## src/rtl/core/f2e_pkg.sv

```systemverilog
// shared types and constants of the frame to event converter
package f2e_pkg;

  localparam int unsigned LvlW = 24;
  localparam int unsigned TimeW = 32;
  localparam int unsigned DivW = LvlW + TimeW;

  localparam int unsigned MaxWidthDef = 256;
  localparam int unsigned MaxHeightDef = 256;
  localparam int unsigned MaxEventsDef = 64;

  localparam logic [1:0] RegPosThr = 2'd0;
  localparam logic [1:0] RegNegThr = 2'd1;

  typedef enum logic [6:0] {
    S_IDLE = 7'b0000001,
    S_CMP  = 7'b0000010,
    S_DIVN = 7'b0000100,
    S_MUL  = 7'b0001000,
    S_UPD  = 7'b0010000,
    S_DIVP = 7'b0100000,
    S_EMIT = 7'b1000000
  } state_e;

  typedef struct packed {
    logic busy;
    logic done;
  } div_stat_t;

endpackage

```

## src/rtl/core/f2e_div.sv

```systemverilog
// shared restoring divider, one quotient bit per cycle
module f2e_div import f2e_pkg::*; (
  input  logic                clk_i,
  input  logic                rst_ni,
  input  logic                start_i,
  input  logic [DivW-1:0]     dividend_i,
  input  logic [LvlW-1:0]     divisor_i,
  output div_stat_t           stat_o,
  output logic [DivW-1:0]     quotient_o,
  output logic [LvlW-1:0]     remainder_o
);

  localparam int unsigned CntW = $clog2(DivW);

  logic            busy_q, done_q;
  logic [CntW-1:0] cnt_q;
  logic [DivW-1:0] quo_q;
  logic [LvlW-1:0] rem_q, rem_d, dvs_q;
  logic [LvlW:0]   trial;
  logic            ge;

  assign trial = {rem_q, quo_q[DivW-1]};
  assign ge = trial >= {1'b0, dvs_q};
  assign rem_d = ge ? LvlW'(trial - {1'b0, dvs_q}) : trial[LvlW-1:0];

  always_ff @(posedge clk_i or negedge rst_ni) begin
    if (!rst_ni) begin
      busy_q <= 1'b0;
      done_q <= 1'b0;
      cnt_q  <= '0;
    end else begin
      done_q <= 1'b0;
      if (start_i) begin
        busy_q <= 1'b1;
        cnt_q  <= '0;
      end else if (busy_q) begin
        cnt_q <= cnt_q + CntW'(1);
        if (cnt_q == CntW'(DivW - 1)) begin
          busy_q <= 1'b0;
          done_q <= 1'b1;
        end
      end
    end
  end

  always_ff @(posedge clk_i) begin
    if (start_i) begin
      quo_q <= dividend_i;
      rem_q <= '0;
      dvs_q <= divisor_i;
    end else if (busy_q) begin
      quo_q <= {quo_q[DivW-2:0], ge};
      rem_q <= rem_d;
    end
  end

  assign stat_o.busy = busy_q;
  assign stat_o.done = done_q;
  assign quotient_o = quo_q;
  assign remainder_o = rem_q;

endmodule

```

## config.mk

```make
export PLATFORM = sky130hd
export DESIGN_NAME = f2e_div
export DESIGN_NICKNAME = d
export VERILOG_FILES = /design/src/rtl/core/f2e_pkg.sv /design/src/rtl/core/f2e_div.sv
export SDC_FILE = /design/constraint.sdc
export NUM_CORES = 1
export LEC_CHECK = 0
export ABC_AREA = 1
export BUFFER_PORTS_ARGS = -buffer_cell sky130_fd_sc_hd__buf_2
export CAP_MARGIN = 20
export CORE_MARGIN = 2
export CORE_UTILIZATION = 57
export DETAILED_ROUTE_END_ITERATION = 8
export GPL_TIMING_DRIVEN = 0
export PLACE_DENSITY_LB_ADDON = 0.2
export RECOVER_POWER = 25
export SLEW_MARGIN = 0
export SYNTH_ARGS = -nofsm -noshare
export SYNTH_HDL_FRONTEND = slang
export SYNTH_SLANG_ARGS = --single-unit
```

## constraint.sdc

```tcl
create_clock -name clk_i -period 7 [get_ports clk_i]
set_input_delay 0.35 -clock clk_i [delete_from_list [all_inputs] [get_ports clk_i]]
set_output_delay 0.35 -clock clk_i [all_outputs]
set_load 0.005 [all_outputs]
```

==> impl_results.md <==
- Library cells used by synthesis: 33
- IO Pins: 165
- Worst Path Required: 7.05 ns
- Via/cell ratio: approximately 5.0
- Hold Vio Cnt, Final: 0
- R2R Path Start: quotient_o[55]
- Post-synthesis cell area: between 6000 and 7000 sq um
- Power share of the clock group: between 20% and 30%
- Class of the tightest hold or removal check: in2reg
- CP Class: in2reg
- Seq cells post-synth: 112
- Syn_area_per_cell: 7.504 sq um
- Setup TNS: 0 ns
- Share of cells above drive strength 1: 20.97%
- Pwr dens: 349.1 nW/um^2
- Routed wire length on met2: 8180 um
- R2R depth: 13
- FP Rows: 39
- GP Congestion: 0.9547
- # Post-CTS Setup Buffers: 0
- Hold WS: 0.1515 ns
- Clk_lat worst skew: 0.37 ns
- Post-DR wirelength/cell: around 14 um
- Post-detail-place hpwl: 12760 um
- Critical path arrival: 3.09 ns
- Fin nets: 1172
- Tmin final: roughly 3.0 ns
- Slew @ Worst Pin: 1.588 ns
- Clk_skew: approximately 0.0089 ns
- Metal3 WL: 1136 um
- Hold Startpoint: divisor_i[16]
- P_sw: 1.170 mW
- Root buffer cell: clkbuf_16
- Residual DRC: 0
- Fin area: 7994 sq um
- Post-Syn Nets: around 1000
- Worst rel slew slack: -5.854%
- GR Util All Layers: 27.89%
- Number of global-route vias before repair: 5993
- Post-DP Area: 7669 sq um
- Seq pwr share: 33.0%
- Seq/Total Area, Yosys: 46.37%
- Chip height: 112.0 um
- Highest clock rate: 0.3294 GHz
- RR Endpoint: remainder_o[16]
- Initial Util: 58.23%
- Internal power component: around 1.6 mW
- Port Buffers: roughly 160
- Endpoints failing setup: 0
- Core area: 11420 sq um
- Worst hold path endpoint: dvs_q[16]
- Yosys warnings: 0
- Initial antenna violation count: 0
- Area delta synth->final: 20.23%
- Vias: 6114
- Max_cap viols: 1
- Combinational cell fraction of total power: between 40% and 50%
- Antenna Nets Post-Route: 0
- Clk slew on worst S/H paths: 0.08 ns
- H-Tree Level Count: 3
- ANT cells: 0
- Clk sinks: 112
- Finished Layout Cells: 1211
- Cell count after synthesis: 886
- First DRT Iteration DRCs: 302
- Fin crit share: 43.37%
- Total congestion overflow: 0
- CTS tree: yes
- Leakage: 4.403 nW
- Wl on met1: about 7000 um
- Drt first pass iters: 7
- Final wirelength: 16760 um
- Worst Setup Start Kind: input pin
- Sw Ratio: 41.94%
- Hold Crit Depth: 1
- CTS buffer count: 9
- Pwr Total: 2.790 mW
- Placed insts: around 1200
- Max Buffers Root-to-Sink: 2
- Maximum number of pins on one net before global-route repair: 44
- DIE AREA: 12550 sq um
- Element type at the critical path end: flop
- Pins Over Slew Limit: 26
- First-pass GRT wire length: 27860 um
- Status: complete, but fails checks
- Max Fanout on Critical Path: 43
- Worst vdd rail ir drop: 0.0002377 V
- Flop2flop setup slack: 4.50 ns
- Failing checks: capacitance limit, slew limit
- Die Span X: between 100 and 150 um
- Max layer used: met4
- RSZ-0062 raised after global routing: no
## power groups by stage
stage	clock, mW	sequential, mW	combinational, mW
after floorplan	0	0.928	0.934
after global placement	0	0.930	1.27
after detailed placement	0	0.933	1.29
after CTS	0.570	0.920	1.30
after global routing	0.591	0.937	1.48
final	0.563	0.921	1.31
## stage by stage
| stage | util (%) | setup WS, ns |
|---|---|---|
| after floorplan | - | 4.578 |
| after global placement | 66.98 | 3.201 |
| after detailed placement | 67.16 | 4.133 |
| after CTS | 70.07 | 4.502 |
| after global routing | 70.01 | 3.717 |
| final | 70.01 | 3.964 |
## layout by cell type, fill, tap and decap left out, types with 2 or more instances in the layout
master,netlist,layout
buf_12,2,3
a21oi_1,14,14
nand3b_1,6,6
buf_2,7,165
edfxtp_1,80,80
dfrtp_1,8,8
xnor2_1,7,7
buf_1,2,2
inv_1,137,136
nand2_1,399,399
nor2_1,31,31
nor3_1,5,5
buf_4,2,2
nand3_1,44,44
clkinv_1,2,2
clkbuf_16,0,9
clkbuf_1,14,20
nand3_4,2,2
clkinv_4,0,2
inv_2,4,5
o21ai_0,3,3
xor2_1,2,2
nand4_1,30,30
ha_1,25,25
inv_6,0,2
nor2_2,3,3
nand2_2,23,23
nand3_2,3,3
dfxtp_1,24,24
## critical path, stage by stage
cell and delay, ns:
clkbuf_1 1.12, clkbuf_1 0.38, nor2_1 0.28, clkbuf_1 0.31, inv_2 0.33, buf_12 0.28
## cell families after synthesis
logic type               synth area share (%)
AO/OA/AOI/OAI                           1.882
buffers and inverters                   10.33
adder cells (fa/ha/maj)                 5.006
AND/OR/NAND/NOR                         35.23
XOR/XNOR                                1.186
flip-flops                              46.37
## state kept, by name (all words and copies together) (netlist names)
register and flops:
dvs_q 24, busy_q 1, done_q 1, cnt_q 6, quotient_o 56, remainder_o 24
## cells in the mapped netlist
| cell | count | area, sq um |
|---|---|---|
| nand2_1 | 399 | 1498 |
| inv_1 | 137 | 514.2 |
| edfxtp_1 | 80 | 2402 |
| nand3_1 | 44 | 220.2 |
| nor2_1 | 31 | 116.4 |
| nand4_1 | 30 | 187.7 |
| ha_1 | 25 | 312.8 |
| dfxtp_1 | 24 | 480.5 |
| nand2_2 | 23 | 143.9 |
| a21oi_1 | 14 | 70.07 |
| clkbuf_1 | 14 | 52.55 |
| dfrtp_1 | 8 | 200.2 |
| buf_2 | 7 | 35.03 |
| xnor2_1 | 7 | 61.31 |
| nand3b_1 | 6 | 45.04 |
| nor3_1 | 5 | 25.02 |
| inv_2 | 4 | 15.01 |
| nand3_2 | 3 | 30.03 |
| nor2_2 | 3 | 18.77 |
| o21ai_0 | 3 | 15.01 |
| buf_1 | 2 | 7.510 |
| buf_12 | 2 | 40.04 |
| buf_4 | 2 | 15.01 |
| clkinv_1 | 2 | 7.510 |
| nand3_4 | 2 | 35.03 |
| xor2_1 | 2 | 17.52 |
| a21oi_4 | 1 | 16.27 |
| a22o_1 | 1 | 8.760 |
| and3_1 | 1 | 6.260 |
| fa_1 | 1 | 20.02 |
| nor3_4 | 1 | 16.27 |
| o211ai_1 | 1 | 7.510 |
| o21a_1 | 1 | 7.510 |
## routing by layer
metal | up-vias | global-route usage, %
met1 | 2745 | 33.36
met3 | 36 | 7.077
met2 | 221 | 48.53
met5 | - | 0
met4 | 0 | 10.73
li1 | 3112 | -
## final cells by class
class                   count  area [sq um]
plain buffers              27         150.1
clock buffers               9         225.2
repair buffers            166         843.3
flip-flops and latches    112          3083
fillers                   983          3425
well taps                 143         178.9
clock inverters             7         97.59
inverters                 143         536.8
multi-input cells         604          2879
## worst max-delay path by stage
| stage | startpoint | end | slack [ns] | cells past startpoint |
|---|---|---|---|---|
| after global routing | start_i | quotient_o[10] | 3.72 | 6 |
| after floorplan | start_i | quotient_o[0] | 4.58 | 4 |
| after global placement | start_i | quotient_o[10] | 3.20 | 5 |
| after CTS | start_i | quotient_o[10] | 4.50 | 6 |
| after detailed placement | start_i | quotient_o[10] | 4.13 | 6 |
| final | start_i | quotient_o[10] | 3.96 | 6 |
## timing repair
action / CTS / global route
endpoints found under the hold margin: 8 / 0
hold buffers: 1 / 0
resized for setup: 0 / 0
Power figures use the tool's default switching activity.
